===== src/sv/ird_pkg.sv =====
// ----------------------------------------------------------------------------
// ird_pkg
// Shared types and constants for the integer to radix digit converter.
// ----------------------------------------------------------------------------
package ird_pkg;

  localparam int RADIX_W = 5;
  localparam int DIGIT_W = 4;
  localparam int GLYPH_W = 8;

  localparam logic [RADIX_W-1:0] RADIX_MIN   = 5'd2;
  localparam logic [RADIX_W-1:0] RADIX_MAX   = 5'd16;
  localparam logic [RADIX_W-1:0] RADIX_RESET = 5'd10;

  localparam logic [GLYPH_W-1:0] MINUS_GLYPH = 8'h2D;

  typedef struct packed {
    logic busy;
    logic done;
  } div_stat_t;

  function automatic logic [GLYPH_W-1:0] digit_glyph(input logic [DIGIT_W-1:0] d);
    logic [GLYPH_W-1:0] g;
    case (d)
      4'd0:    g = 8'h30;
      4'd1:    g = 8'h31;
      4'd2:    g = 8'h32;
      4'd3:    g = 8'h33;
      4'd4:    g = 8'h34;
      4'd5:    g = 8'h35;
      4'd6:    g = 8'h36;
      4'd7:    g = 8'h37;
      4'd8:    g = 8'h38;
      4'd9:    g = 8'h39;
      4'd10:   g = 8'h80;
      4'd11:   g = 8'h81;
      4'd12:   g = 8'h82;
      4'd13:   g = 8'h83;
      4'd14:   g = 8'h84;
      4'd15:   g = 8'h85;
      default: g = 8'h30;
    endcase
    return g;
  endfunction

endpackage


===== src/sv/ird_ram.sv =====
// ----------------------------------------------------------------------------
// ird_ram
// Generic simple dual-port RAM, one write port, one registered read port.
// ----------------------------------------------------------------------------
module ird_ram #(
  parameter int WIDTH = 4,
  parameter int DEPTH = 32
) (
  input  logic                     clk,
  input  logic                     we,
  input  logic [$clog2(DEPTH)-1:0] waddr,
  input  logic [WIDTH-1:0]         wdata,
  input  logic [$clog2(DEPTH)-1:0] raddr,
  output logic [WIDTH-1:0]         rdata
);

  logic [WIDTH-1:0] mem [DEPTH];

  always_ff @(posedge clk) begin
    if (we) begin
      mem[waddr] <= wdata;
    end
    rdata <= mem[raddr];
  end

endmodule


===== src/sv/ird_divider.sv =====
// ----------------------------------------------------------------------------
// ird_divider
// Restoring divider by a small divisor, one quotient bit per cycle.
// ----------------------------------------------------------------------------
module ird_divider #(
  parameter int VALUE_WIDTH = 32
) (
  input  logic                           clk,
  input  logic                           rst,
  input  logic                           start,
  input  logic [VALUE_WIDTH-1:0]         dividend,
  input  logic [ird_pkg::RADIX_W-1:0]    divisor,
  output logic [VALUE_WIDTH-1:0]         quotient,
  output logic [ird_pkg::DIGIT_W-1:0]    remainder,
  output ird_pkg::div_stat_t             stat
);
  import ird_pkg::*;

  localparam int STEP_W = $clog2(VALUE_WIDTH);

  logic                   busy;
  logic                   done;
  logic [STEP_W-1:0]      step;
  logic [VALUE_WIDTH-1:0] quo;
  logic [DIGIT_W-1:0]     rem;
  logic [RADIX_W-1:0]     dvs;

  logic [RADIX_W-1:0]     trial;
  logic                   ge;
  logic [RADIX_W-1:0]     diff;

  assign trial = {rem, quo[VALUE_WIDTH-1]};
  assign ge    = (trial >= dvs);
  assign diff  = trial - dvs;

  always_ff @(posedge clk) begin
    if (rst) begin
      busy <= 1'b0;
      done <= 1'b0;
      step <= '0;
    end else begin
      done <= 1'b0;
      if (start) begin
        busy <= 1'b1;
        step <= STEP_W'(VALUE_WIDTH - 1);
      end else if (busy) begin
        step <= step - 1'b1;
        if (step == '0) begin
          busy <= 1'b0;
          done <= 1'b1;
        end
      end
    end
  end

  always_ff @(posedge clk) begin
    if (start) begin
      quo <= dividend;
      rem <= '0;
      dvs <= divisor;
    end else if (busy) begin
      quo <= {quo[VALUE_WIDTH-2:0], ge};
      rem <= ge ? diff[DIGIT_W-1:0] : trial[DIGIT_W-1:0];
    end
  end

  assign quotient  = quo;
  assign remainder = rem;
  assign stat.busy = busy;
  assign stat.done = done;

endmodule


===== src/sv/integer_to_radix_digits_core.sv =====
// ----------------------------------------------------------------------------
// integer_to_radix_digits_core
// Signed integer to digit string in base 2..16, most significant digit first.
// ----------------------------------------------------------------------------
// Takes one signed value per input beat and returns its characters as a run
// of output beats, tlast on the final one: '-' first for a negative value,
// then digits '0'-'9' or 0x80-0x85 for ten to fifteen; zero gives "0". The
// radix register (reset 10) clamps to 2..16. The user must see that it is
// written only while idle; the block itself does not enforce this. One
// restoring divider produces each digit, one quotient bit per cycle;
// digits are buffered in a small RAM and read back in reverse, each one
// loaded into the output register and held until the sink takes it. The
// input is not ready until the last character of the previous item is
// taken.
// ----------------------------------------------------------------------------
module integer_to_radix_digits_core #(
  parameter int VALUE_WIDTH = 32
) (
  input  logic                                   clk,
  input  logic                                   rst,
  input  logic                                   radix_we,
  input  logic [ird_pkg::RADIX_W-1:0]            radix_wdata,
  input  logic                                   s_tvalid,
  output logic                                   s_tready,
  input  logic [((VALUE_WIDTH+7)/8)*8-1:0]       s_tdata,   // [VALUE_WIDTH-1:0] value
  output logic                                   m_tvalid,
  input  logic                                   m_tready,
  output logic [ird_pkg::GLYPH_W-1:0]            m_tdata,   // [7:0] glyph
  output logic                                   m_tlast
);
  import ird_pkg::*;

  localparam int CNT_W  = $clog2(VALUE_WIDTH + 1);
  localparam int ADDR_W = $clog2(VALUE_WIDTH);

  typedef enum logic [2:0] {
    S_IDLE,
    S_DIV,
    S_FETCH,
    S_LOAD,
    S_SEND
  } state_t;

  state_t                 state;
  logic [RADIX_W-1:0]     radix;
  logic [CNT_W-1:0]       dcount;
  logic                   sign_pend;

  logic                   accept;
  logic [VALUE_WIDTH-1:0] value;
  logic [VALUE_WIDTH-1:0] mag;
  logic [RADIX_W-1:0]     eff_radix;

  logic                   div_start;
  logic [VALUE_WIDTH-1:0] div_dividend;
  logic [VALUE_WIDTH-1:0] div_quo;
  logic [DIGIT_W-1:0]     div_rem;
  div_stat_t              div_stat;

  logic                   ram_we;
  logic [ADDR_W-1:0]      ram_waddr;
  logic [ADDR_W-1:0]      ram_raddr;
  logic [CNT_W-1:0]       dcount_dec;
  logic [DIGIT_W-1:0]     ram_rdata;

  assign value     = s_tdata[VALUE_WIDTH-1:0];
  assign mag       = value[VALUE_WIDTH-1] ? (~value + 1'b1) : value;
  assign eff_radix = (radix < RADIX_MIN) ? RADIX_MIN :
                     (radix > RADIX_MAX) ? RADIX_MAX : radix;

  assign s_tready = (state == S_IDLE);
  assign accept   = s_tvalid && s_tready;

  assign div_start    = accept ||
                        ((state == S_DIV) && div_stat.done && (div_quo != '0));
  assign div_dividend = accept ? mag : div_quo;

  assign ram_we     = (state == S_DIV) && div_stat.done && (dcount < CNT_W'(VALUE_WIDTH));
  assign ram_waddr  = dcount[ADDR_W-1:0];
  assign dcount_dec = dcount - 1'b1;
  assign ram_raddr  = dcount_dec[ADDR_W-1:0];

  ird_divider #(
    .VALUE_WIDTH(VALUE_WIDTH)
  ) u_divider (
    .clk      (clk),
    .rst      (rst),
    .start    (div_start),
    .dividend (div_dividend),
    .divisor  (eff_radix),
    .quotient (div_quo),
    .remainder(div_rem),
    .stat     (div_stat)
  );

  ird_ram #(
    .WIDTH(DIGIT_W),
    .DEPTH(VALUE_WIDTH)
  ) u_digit_ram (
    .clk  (clk),
    .we   (ram_we),
    .waddr(ram_waddr),
    .wdata(div_rem),
    .raddr(ram_raddr),
    .rdata(ram_rdata)
  );

  always_ff @(posedge clk) begin
    if (rst) begin
      radix <= RADIX_RESET;
    end else if (radix_we) begin
      radix <= radix_wdata;
    end
  end

  always_ff @(posedge clk) begin
    if (rst) begin
      state     <= S_IDLE;
      dcount    <= '0;
      sign_pend <= 1'b0;
      m_tvalid  <= 1'b0;
      m_tlast   <= 1'b0;
    end else begin
      case (state)
        S_IDLE: begin
          if (accept) begin
            dcount    <= '0;
            sign_pend <= value[VALUE_WIDTH-1];
            state     <= S_DIV;
          end
        end
        S_DIV: begin
          if (div_stat.done) begin
            if (ram_we) begin
              dcount <= dcount + 1'b1;
            end
            if (div_quo == '0) begin
              state <= S_FETCH;
            end
          end
        end
        S_FETCH: begin
          if (sign_pend) begin
            sign_pend <= 1'b0;
            m_tdata   <= MINUS_GLYPH;
            m_tlast   <= 1'b0;
            m_tvalid  <= 1'b1;
            state     <= S_SEND;
          end else begin
            state <= S_LOAD;
          end
        end
        S_LOAD: begin
          m_tdata  <= digit_glyph(ram_rdata);
          m_tlast  <= (dcount == CNT_W'(1));
          m_tvalid <= 1'b1;
          dcount   <= dcount_dec;
          state    <= S_SEND;
        end
        S_SEND: begin
          if (m_tready) begin
            m_tvalid <= 1'b0;
            state    <= (dcount == '0) ? S_IDLE : S_LOAD;
          end
        end
        default: begin
          state <= S_IDLE;
        end
      endcase
    end
  end

  // idle never overlaps a pending output beat
  assert property (@(posedge clk) disable iff (rst) s_tready |-> !m_tvalid)
    else $error("input ready while an output beat is pending");

  assert property (@(posedge clk) disable iff (rst) dcount <= CNT_W'(VALUE_WIDTH))
    else $error("digit count beyond value width");

  assert property (@(posedge clk) disable iff (rst) div_stat.done |-> state == S_DIV)
    else $error("divider finished outside digit loop");

  assert property (@(posedge clk) disable iff (rst)
    m_tvalid && m_tlast |-> m_tdata != MINUS_GLYPH)
    else $error("minus sign flagged as last character");

  assert property (@(posedge clk) disable iff (rst) accept |=> div_stat.busy)
    else $error("divider not started on accepted beat");

endmodule


===== config.mk =====
export PLATFORM = sky130hd
export DESIGN_NAME = integer_to_radix_digits_core
export DESIGN_NICKNAME = d
export VERILOG_FILES = /design/src/sv/ird_pkg.sv /design/src/sv/ird_ram.sv /design/src/sv/ird_divider.sv /design/src/sv/integer_to_radix_digits_core.sv
export SDC_FILE = /design/constraint.sdc
export NUM_CORES = 1
export LEC_CHECK = 0
export ABC_AREA = 1
export ABC_CLOCK_PERIOD_IN_PS = 9760
export BUFFER_PORTS_ARGS = -buffer_cell sky130_fd_sc_hd__buf_2
export CAP_MARGIN = 20
export CORE_MARGIN = 2
export CORE_UTILIZATION = 60
export CTS_CLUSTER_SIZE = 20
export DETAILED_ROUTE_END_ITERATION = 16
export MAX_ROUTING_LAYER = met4
export PLACE_DENSITY = 0.78
export SETUP_SLACK_MARGIN = 0.3
export SYNTH_ARGS = -nofsm -noshare
export SYNTH_HDL_FRONTEND = slang
export SYNTH_SLANG_ARGS = --single-unit

===== constraint.sdc =====
create_clock -name clk -period 9.76 [get_ports clk]
set_input_delay 0.488 -clock clk [delete_from_list [all_inputs] [get_ports clk]]
set_output_delay 0.488 -clock clk [all_outputs]
set_load 0.01 [all_outputs]

=== After elaboration in Yosys (flattened, before gate mapping) ===
Memory sizes are Yosys's and may differ from the RTL's. A register that Yosys moved wholly into a read port is not among the register bits.
Cells that the tools add are included.

* Divide/modulo/power cells: 0
* Magnitude comparators: 4
* Bitwise gates (word level): 3
* Muxes and demuxes: 34
* Reduce and logical (&&, ||, !) cells: 24
* Shift operators: 0
* Multiply operators: 0
* Equality and inequality tests: 12
* $add $sub $neg: 5

{| class="wikitable"
|+ Operators with widths
! cell !! number
|-
| two-way mux 32 bit || 4
|-
| adder 32 x 1 -> 32 bit (second input constant) || 1
|-
| zero test 32 bit || 1
|-
| inverter 32 bit || 1
|-
| nonzero test 32 bit || 1
|-
| two-way mux 6 bit || 3
|-
| one-hot mux 6 bit (3 select lines) || 1
|-
| one-hot mux 8 bit (2 select lines) || 1
|-
| two-way mux 3 bit || 5
|-
| two-way mux 5 bit || 3
|-
| one-hot mux 3 bit (5 select lines) || 1
|-
| two-way mux 1 bit || 10
|-
| two-way mux 8 bit || 1
|-
| inequality test 2 bit (second input constant) || 4
|-
| AND reduction 4 bit || 2
|-
| adder 6 x 1 -> 6 bit (second input constant) || 1
|-
| == test 3 x 2 -> 1 bit (second input constant) || 2
|-
| == test 6 x 1 -> 1 bit (second input constant) || 1
|-
| zero test 6 bit || 1
|-
| < comparator 6 bit (second input constant) || 1
|-
| inequality test 2 x 1 -> 1 bit (second input constant) || 3
|-
| AND reduction 2 bit || 3
|-
| AND reduction 3 bit || 2
|-
| nonzero test 2 bit || 3
|-
| other kinds (20) || 26
|}

* Register bits: 73
* Bits in read-only memories: 112
* Bits in latches: 0
* Word-level logic and storage cells: 98
* Memory bits (writable): 128
* Output and inout bits: 11
* Memories kept: 2
* Input bits: 42

{| class="wikitable"
|+ Memory list
! memory !! words !! bits a word !! rd ports !! clocked after Yosys merged registers in !! write ports !! line !! text
|-
| u_digit_ram.mem || 32 || 4 || 1 || 1 || 1 || ird_ram.sv:17 || <nowiki>logic [WIDTH-1:0] mem [DEPTH];</nowiki>
|-
| (name not given) || 16 || 7 || 1 || 0 || 0 || ird_pkg.sv:24 || <nowiki>case (d)</nowiki>
|}

=== Depth between registers and ports, before layout ===
Gate-level depths: netlist (run 1).

* Word-level depth: 6
* Depth in mapped cells: 12
* Gate-level depth less buffers: 11

=== By module ===
A second synthesis (run 1) with hierarchy kept.

* Cells, all modules: 1228
* Area total of the unflattened synthesis: 10516.3 µm²

{| class="wikitable"
|+ By module, submodules not included
! module !! cells each !! times used !! sequential area each (µm²) !! area an instance (µm²)
|-
| ird_ram || 486 || 1 || 3923.8 || 5496.5
|-
| integer_to_radix_digits_core || 498 || 1 || 550.5 || 2757.6
|-
| ird_divider || 244 || 1 || 1331.3 || 2262.2
|}

=== Worst setup path before layout (run 1) ===
Ideal clock, no wire load.

* Kind: register to register
* Start point: register u_divider.quo[3], in the netlist u_divider.quotient[3]
* End point: register u_divider.quo[0], in the netlist u_divider.quotient[0], enable pin
* Library setup time: 0.466 ns
* Cell stages (with the launch flop): 9
* Period minus slack after synthesis: 3.854 ns
* Data required time: 9.294 ns
* Data arrival time: 3.388 ns
* Slack: 5.906 ns
* Buffers on the path: 1
* Path through: edfxtp_1 > nor2_1 > nand2_1 > nor2_1 > nand2_1 > o21ai_2 > nand2_2 > buf_4 > o21ai_0

* Longest elaborated chain between the ends: 5
* Elaborated cells on any way between the ends: 6
* Classes of those cells: 1 x eq/ne; 5 x reduce/logical

{| class="wikitable"
|+ RTL lines
! item !! line !! text
|-
| start, declared || ird_divider.sv:24 || <nowiki>logic [VALUE_WIDTH-1:0] quo;</nowiki>
|-
| start signal, assigned || ird_divider.sv:58 || <nowiki>quo <= dividend;</nowiki>
|-
| start signal, assigned || ird_divider.sv:62 || <nowiki>quo <= {quo[VALUE_WIDTH-2:0], ge};</nowiki>
|-
| nonzero test 32 bit (*) || integer_to_radix_digits_core.sv:75 || <nowiki>((state == S_DIV) && div_stat.done && (div_quo != '0));</nowiki>
|-
| logical AND 1 bit (*) || integer_to_radix_digits_core.sv:75 ||
|-
| logical OR 1 bit (*) || integer_to_radix_digits_core.sv:74 || <nowiki>assign div_start = accept ||</nowiki>
|-
| inequality test 2 bit (no line) / nonzero test 2 bit (equally long branches) || -- ||
|-
| AND reduction 2 bit (no line) (*) || -- ||
|}

Every way passes the cells marked *; elsewhere a longest branch is shown, timed or not.
A chain may end at the register's enable or synchronous reset.

=== Worst setup path in the final report (run 1) ===
* Start point: register dcount[0]
* End point: register u_digit_ram.rdata[0], read port of u_digit_ram.mem

* Longest elaborated chain between the ends: 1

{| class="wikitable"
|+ RTL lines
! item !! line !! text
|-
| start, declared || integer_to_radix_digits_core.sv:46 || <nowiki>logic [CNT_W-1:0] dcount;</nowiki>
|-
| start signal, assigned || integer_to_radix_digits_core.sv:135 || <nowiki>dcount <= dcount + 1'b1;</nowiki>
|-
| start signal, assigned || integer_to_radix_digits_core.sv:157 || <nowiki>dcount <= dcount_dec;</nowiki>
|-
| subtractor 6 x 1 -> 6 bit || integer_to_radix_digits_core.sv:80 || <nowiki>assign dcount_dec = dcount - 1'b1;</nowiki>
|-
| end, declared || ird_ram.sv:14 || <nowiki>output logic [WIDTH-1:0] rdata</nowiki>
|}

No other way between the ends.

==> qor.csv, run 1 <==
metric;value;unit
WP data arrival;3680;ps
dpl cell area;10200;sq um
reg-to-reg endpoint;u_digit_ram.rdata[0];
status;completed;
Syn Nets;1095;
Final period util;0.332;
nets;1134;
R2R Setup Slk;6520;ps
slowest CP cell;xnor2_2;
die area;17500;sq um
Die Y;132;microns
vias post-DR;7371;
peak supply drop;0.000154;V
gpl congestion;0.942;
Fin. Hold Viols;0;
Clock Skews;11.8;ps
clock sinks;204;
final setup fails;0;
All-Layer GR Usage;0.257;
CTS clk-pin slew, worst paths;60;ps
# IOs;53;
vias in the first global route;7043;
area grow syn2layout;10.9;%
fmax;309;MHz
Iteration-0 DRC Markers;695;
largest net degree at the start of global routing;71;
count leader, synth;nor2_1;
first-pass GRT wire length;35100;microns
first-pass detailed-route iteration total;6;
sequential-to-total area share from yosys stat;0.589;
count of cell types in the netlist;39;
Avg Cell Area, Syn;9.47;sq um
hold_sp;radix_wdata[1];
CP endpoint kind;register;
startpoint types;register;
post-layout instance area;10900;sq um
Worst R2R Start;dcount[0];
Starting Density;0.618;
post-layout minimum cycle time;3240;ps
crit path kind;reg2reg;
TritonCTS Buffers;21;
Synth top cells by count;nor2_1, nand2_1, edfxtp_1;
HPWL after DPL;14300;microns
total negative slack;0;ps
Worst Path Required;10200;ps
clock tree from TritonCTS;done;
buffers and inverters on the worst path;4;
Synth Flop Type;edfxtp_1;
antenna violations before repair;0;
worst-path cell chain;buf_4 > inv_2 > buf_12 > ha_1 > xnor2_2 > inv_2 > o211ai_1 > nand3_1 > nand3_1 > and2_1;
HP Class;in2reg;
cell taking the most area after synthesis;edfxtp_1;
Rel. slew slack;0.387;
row count;46;
number of synthesized flops with an enable pin;172;
# Post-CTS Setup Buffers;0;
RSZ-0062 raised after global routing;false;
max-cap viol count;0;
hold depth;3;
CP top delay family;buffers and inverters;
synthesized area;9850;sq um
area share of the largest cell type after synthesis;0.524;
Post-DRT Antenna Nets;0;
Worst Hold End;radix[1];
Pleak;4.20;nW
Post-Route WL;21400;microns
fraction of layout cells with a size suffix above 1;0.114;
Buffers on Ports;51;
hold_buf cts;0;
post-route setup slack;6520;ps
Die W;132;microns
CP max FO;70;
Worst-Skew Late Latency;500;ps
R2R cell count;10;
DR WL/cell;16.4;microns
# DRC;0;
core box area;15900;sq um
CTS root buffer;clkbuf_16;
ranking of synthesized cells by area;edfxtp_1, nor2_1, nand2_1;
Power per Cell Area;224;nW/um^2
Vias/cell;5.63;
cts repair resizes;0;
peak per-stage delay on the critical path;720;ps
synthesis warning total;0;
antenna cell count;0;
GR Overflow Total;0;
clock buffer depth;3;
worst slew pin tran;915;ps
flops & latches, synth;204;
asr flop ratio synth;0;
H-tree Lvls;1;
worst slack, placed;6050;ps
Final Slew Violations;0;
Synth Instances;1040;
[per-layer routing]
metal	vias to the layer above	share of wire	GRT usage
met4	0	0.031	0.0815
met2	281	0.48	0.423
met1	3411	0.42	0.333
met3	48	0.062	0.0354
li1	3631	-	-
met5	-	0	-
[layout make-up]
cell class	instances	area [sq um]
clock buffers	24	537
clock inverters	13	173
fillers	1216	5020
inverters	77	289
multi-input cells	716	3520
flip-flops and latches	204	5810
well taps	216	270
repair buffers	59	328
[sequential cells by signal, summed over array words and instances, names as in the netlist, 3 cells and up]
signal	cells
u_digit_ram.mem	128
u_divider.quotient	32
m_tdata	7
dcount	6
radix	5
u_divider.dvs	5
u_divider.step	5
u_digit_ram.rdata	4
u_divider.remainder	4
state	3
[power by group]
part	internal, mW	leakage [nW]	switching (mW)
sequential	1.06	1.86	0.0486
clock	0.502	0.348	0.326
combinational	0.164	1.99	0.343
[tightest hold or removal path, delay by kind of cell]
kind / cells / cell delay [ps]
buf+inv: 1 / 70
compound gates: 2 / 110
[placed cells by master (no fill, tap or decap), types with 4 or more instances in the layout]
master	instances
ha_1	12
clkbuf_16	21
nand4_1	12
nand2_1	174
xnor2_1	5
nor2_1	200
o21ai_2	8
xor2_1	14
nor2_4	4
and2_1	5
a21oi_1	27
nand3_1	83
inv_1	69
dfxtp_1	31
buf_4	7
o21ai_0	94
buf_2	51
o211ai_1	34
nand2_2	4
bufinv_16	4
inv_2	8
edfxtp_1	172
or2_2	4
o21ai_1	17
nor3_1	5
[cell families after synthesis]
logic type               after synthesis  synth area share
adder cells (fa/ha/maj)               13            0.0173
buffers and inverters                120            0.0537
flip-flops                           204             0.589
other                                  1          0.000381
XOR/XNOR                              21            0.0213
AND/OR/NAND/NOR                      496             0.211
AO/OA/AOI/OAI                        185             0.107
[how the worst max path moves through the flow]
stage / startpoint / slack (ps) / cells past startpoint / to
floorplan: u_divider.quotient[3] / 5910 / 8 / u_divider.quotient[0]
global placement: dcount[0] / 6130 / 10 / u_digit_ram.rdata[2]
CTS: dcount[0] / 6040 / 10 / u_digit_ram.rdata[3]
detailed placement: dcount[0] / 6050 / 10 / u_digit_ram.rdata[3]
global route: dcount[0] / 6230 / 10 / u_digit_ram.rdata[2]
finish: dcount[0] / 6520 / 10 / u_digit_ram.rdata[0]
[through the flow]
stage / hold slack [ps] / util / total power, mW / cells
finish: 215 / 0.685 / 2.44 / 1309
global route: 233 / 0.685 / 2.56 / 1309
floorplan: 430 / - / 1.49 / 1040
CTS: 206 / 0.684 / 2.45 / 1308
global placement: 449 / 0.639 / 1.62 / 1271
detailed placement: 455 / 0.639 / 1.62 / 1271
Power figures use the tool's default switching activity.
==> run 2: changes to the inputs <==
--- a/config.mk
+++ b/config.mk
@@ -5,8 +5,8 @@
 export SDC_FILE = /design/constraint.sdc
 export NUM_CORES = 1
 export LEC_CHECK = 0
-export ABC_AREA = 1
-export ABC_CLOCK_PERIOD_IN_PS = 9760
+export ABC_AREA = 0
+export ABC_CLOCK_PERIOD_IN_PS = 3100
 export BUFFER_PORTS_ARGS = -buffer_cell sky130_fd_sc_hd__buf_2
 export CAP_MARGIN = 20
 export CORE_MARGIN = 2
@@ -14,7 +14,7 @@
 export CTS_CLUSTER_SIZE = 20
 export DETAILED_ROUTE_END_ITERATION = 16
 export MAX_ROUTING_LAYER = met4
-export PLACE_DENSITY = 0.78
+export PLACE_DENSITY = 0.79
 export SETUP_SLACK_MARGIN = 0.3
 export SYNTH_ARGS = -nofsm -noshare
 export SYNTH_HDL_FRONTEND = slang
==> constraint.sdc (replaced) <==
create_clock -name clk -period 3.1 [get_ports clk]
set_input_delay 0.155 -clock clk [delete_from_list [all_inputs] [get_ports clk]]
set_output_delay 0.155 -clock clk [all_outputs]
set_load 0.01 [all_outputs]
==> qor.csv, run 2 <==
metric;value;unit;change
status;completed;;
GR Overflow Total;0;;unchanged
flops & latches, synth;204;;unchanged
CP endpoint kind;register;;
total negative slack;0;ps;unchanged
final setup fails;0;;unchanged
sequential-to-total area share from yosys stat;0.615;;+0.0257
ranking of synthesized cells by area;edfxtp_1, mux4_2, dfxtp_1;;
Rel. slew slack;0.497;;+0.111
gpl congestion;0.869;;-7.8%
Buffers on Ports;51;;unchanged
Largest register FFs;128;;unchanged
reg-to-reg endpoint;u_digit_ram.rdata[2];;
startpoint types;register;;
RSZ-0062 raised after global routing;false;;
peak supply drop;0.000364;V;+140%
Synth Area in Compound Gates;0.0630;;-0.0439
Clock Skews;12.9;ps;+1.15 ps
max-cap viol count;0;;unchanged
worst slack, placed;386;ps;-5670 ps
Iteration-0 DRC Markers;462;;-34%
post-layout instance area;10600;sq um;-3.2%
Synth Area in Simple Gates;0.0950;;-0.116
Multi-input gate area;3420;sq um;-2.9%
Worst R2R Start;dcount[1];;
Largest Register;u_digit_ram.mem;;
clock sinks;204;;unchanged
Fin. Hold Viols;0;;unchanged
R2R cell count;6;;-4
CP max FO;33;;-53%
area grow syn2layout;12.0;%;
Synth Flop Type;edfxtp_1;;
cell taking the most area after synthesis;edfxtp_1;;
Vias/cell;6.08;;+8.0%
core box area;15300;sq um;-3.9%
largest net degree at the start of global routing;39;;-45%
Avg Cell Area, Syn;14.5;sq um;+53%
vias in the first global route;5697;;-19%
hold_sp;radix_we;;
HPWL after DPL;12500;microns;-12%
Starting Density;0.616;;-0.00153
FF+latch area;5810;sq um;unchanged
Final period util;0.844;;+0.512
antenna violations before repair;0;;unchanged
fraction of layout cells with a size suffix above 1;0.246;;+0.131
synthesized area;9440;sq um;-4.2%
WHS;25.8;ps;-189 ps
CTS root buffer;clkbuf_16;;
dpl cell area;9900;sq um;-2.9%
Worst Path Required;3470;ps;-6730 ps
# Post-CTS Setup Buffers;0;;unchanged
row count;45;;-2.2%
Worst-Skew Late Latency;480;ps;-20 ps
Post-DRT Antenna Nets;0;;unchanged
post-synthesis mux area share;0.148;;+0.148
clock buffer depth;3;;unchanged
Power per Cell Area;617;nW/um^2;+180%
# IOs;53;;unchanged
commonest non-fill, non-tap cells in the layout;edfxtp_1, nor2_1, buf_2;;
vias post-DR;5686;;-23%
Pleak;3.51;nW;-16%
Final Slew Violations;0;;unchanged
Worst Hold End;radix[1];;
post-route setup slack;482;ps;-6040 ps
nets;765;;-33%
post-synthesis adder-cell area fraction;0.0180;;+0.000753
commonest non-fill, non-tap cell in the layout;edfxtp_1;;
Syn Nets;707;;-35%
TritonCTS Buffers;20;;-4.8%
largest family of logic cells by synthesized area;multiplexers;;
# DRC;0;;unchanged
fmax;382;MHz;+24%
hold depth;2;;-1
Die W;129;microns;-2.0%
crit path kind;reg2reg;;
area share of the largest cell type after synthesis;0.547;;+0.0229
die area;16800;sq um;-4.1%
DR WL/cell;20.2;microns;+24%
H-tree Lvls;1;;unchanged
WP data arrival;2990;ps;-690 ps
first-pass detailed-route iteration total;5;;-1
Synth Area in XOR/XNOR;0.0362;;+0.0148
Layout fillers;1052;;-13%
CTS clk-pin slew, worst paths;60;ps;about the same
first-pass GRT wire length;30800;microns;-12%
All-Layer GR Usage;0.244;;-0.0131
count leader, synth;edfxtp_1;;
number of synthesized flops with an enable pin;172;;unchanged
final core occ;0.690;;+0.00523
Synth top cells by count;edfxtp_1, nor2_1, mux4_2;;
R2R Setup Slk;480;ps;-6040 ps
Post-Route WL;18900;microns;-12%
HP Class;in2reg;;
worst slew pin tran;750;ps;-165 ps
count of cell types in the netlist;61;;+56%
post-layout minimum cycle time;2620;ps;-624 ps
Synth Instances;652;;-37%
antenna cell count;0;;unchanged
synthesis warning total;0;;unchanged
clock tree from TritonCTS;done;;
Die Y;129;microns;-2.0%
asr flop ratio synth;0;;unchanged
run 2: layout make-up:
| cell class | instances | share of cell area |
|---|---|---|
| repair buffers | 68 | 0.0380 |
| multi-input cells | 398 | 0.323 |
| flip-flops and latches | 204 | 0.549 |
| inverters | 18 | 0.00639 |
| clock buffers | 29 | 0.0554 |
| clock inverters | 7 | 0.00272 |
| well taps | 211 | 0.0250 |
run 2: timing repair:
item	in CTS	in global routing
resized for setup	0	1
hold buffers	6	0
endpoints found under the hold margin	6	0
setup endpoints to repair	0	1
run 2: how the worst max path moves through the flow:
| stage | startpoint | endpoint | cells past startpoint |
|---|---|---|---|
| finish | dcount[1] | u_digit_ram.rdata[2] | 6 |
| global route | state[0] | u_divider.quotient[7] | 6 |
| CTS | dcount[1] | u_digit_ram.rdata[1] | 6 |
| detailed placement | dcount[1] | u_digit_ram.rdata[1] | 6 |
| global placement | dcount[1] | u_digit_ram.rdata[2] | 6 |
| floorplan | dcount[0] | u_digit_ram.rdata[0] | 9 |
run 2: cells by family (layout without fill, tap and decap cells):
kind of cell               Yosys count  count (layout)
buffers and inverters               50             122
muxes                               84              84
and+or+nand+nor                    178             178
other                                1               1
adders and majority gates           13              13
AOI/OAI and AO/OA                   83              83
DFF                                204             204
xor gates and xnor gates            39              39
run 2: power breakdown:
part / switching (mW) / total (mW) / internal [mW] / leakage (nW)
logic: 0.514 / 0.872 / 0.358 / 1.35
clock network: 0.932 / 2.24 / 1.31 / 0.302
registers: 0.111 / 3.41 / 3.30 / 1.85
run 2: metal layers:
layer	track usage	share of wire
met5	-	0
met4	0.0569	0.021
met3	0.0318	0.055
met2	0.401	0.51
met1	0.330	0.42
run 2: critical path, stage by stage (launching register included):
cell and delay, ps:
dfxtp_1 500, inv_1 150, ha_1 320, buf_6 310, mux4_2 400, mux4_2 520, mux2_2 280
run 2: per-stage QoR:
stage / std cells / total power, mW
2_1_floorplan: 652 / 4.03
3_3_place_gp: 893 / 4.27
3_5_place_dp: 893 / 4.32
4_1_cts: 935 / 6.56
5_1_grt: 935 / 6.77
6_report: 935 / 6.52
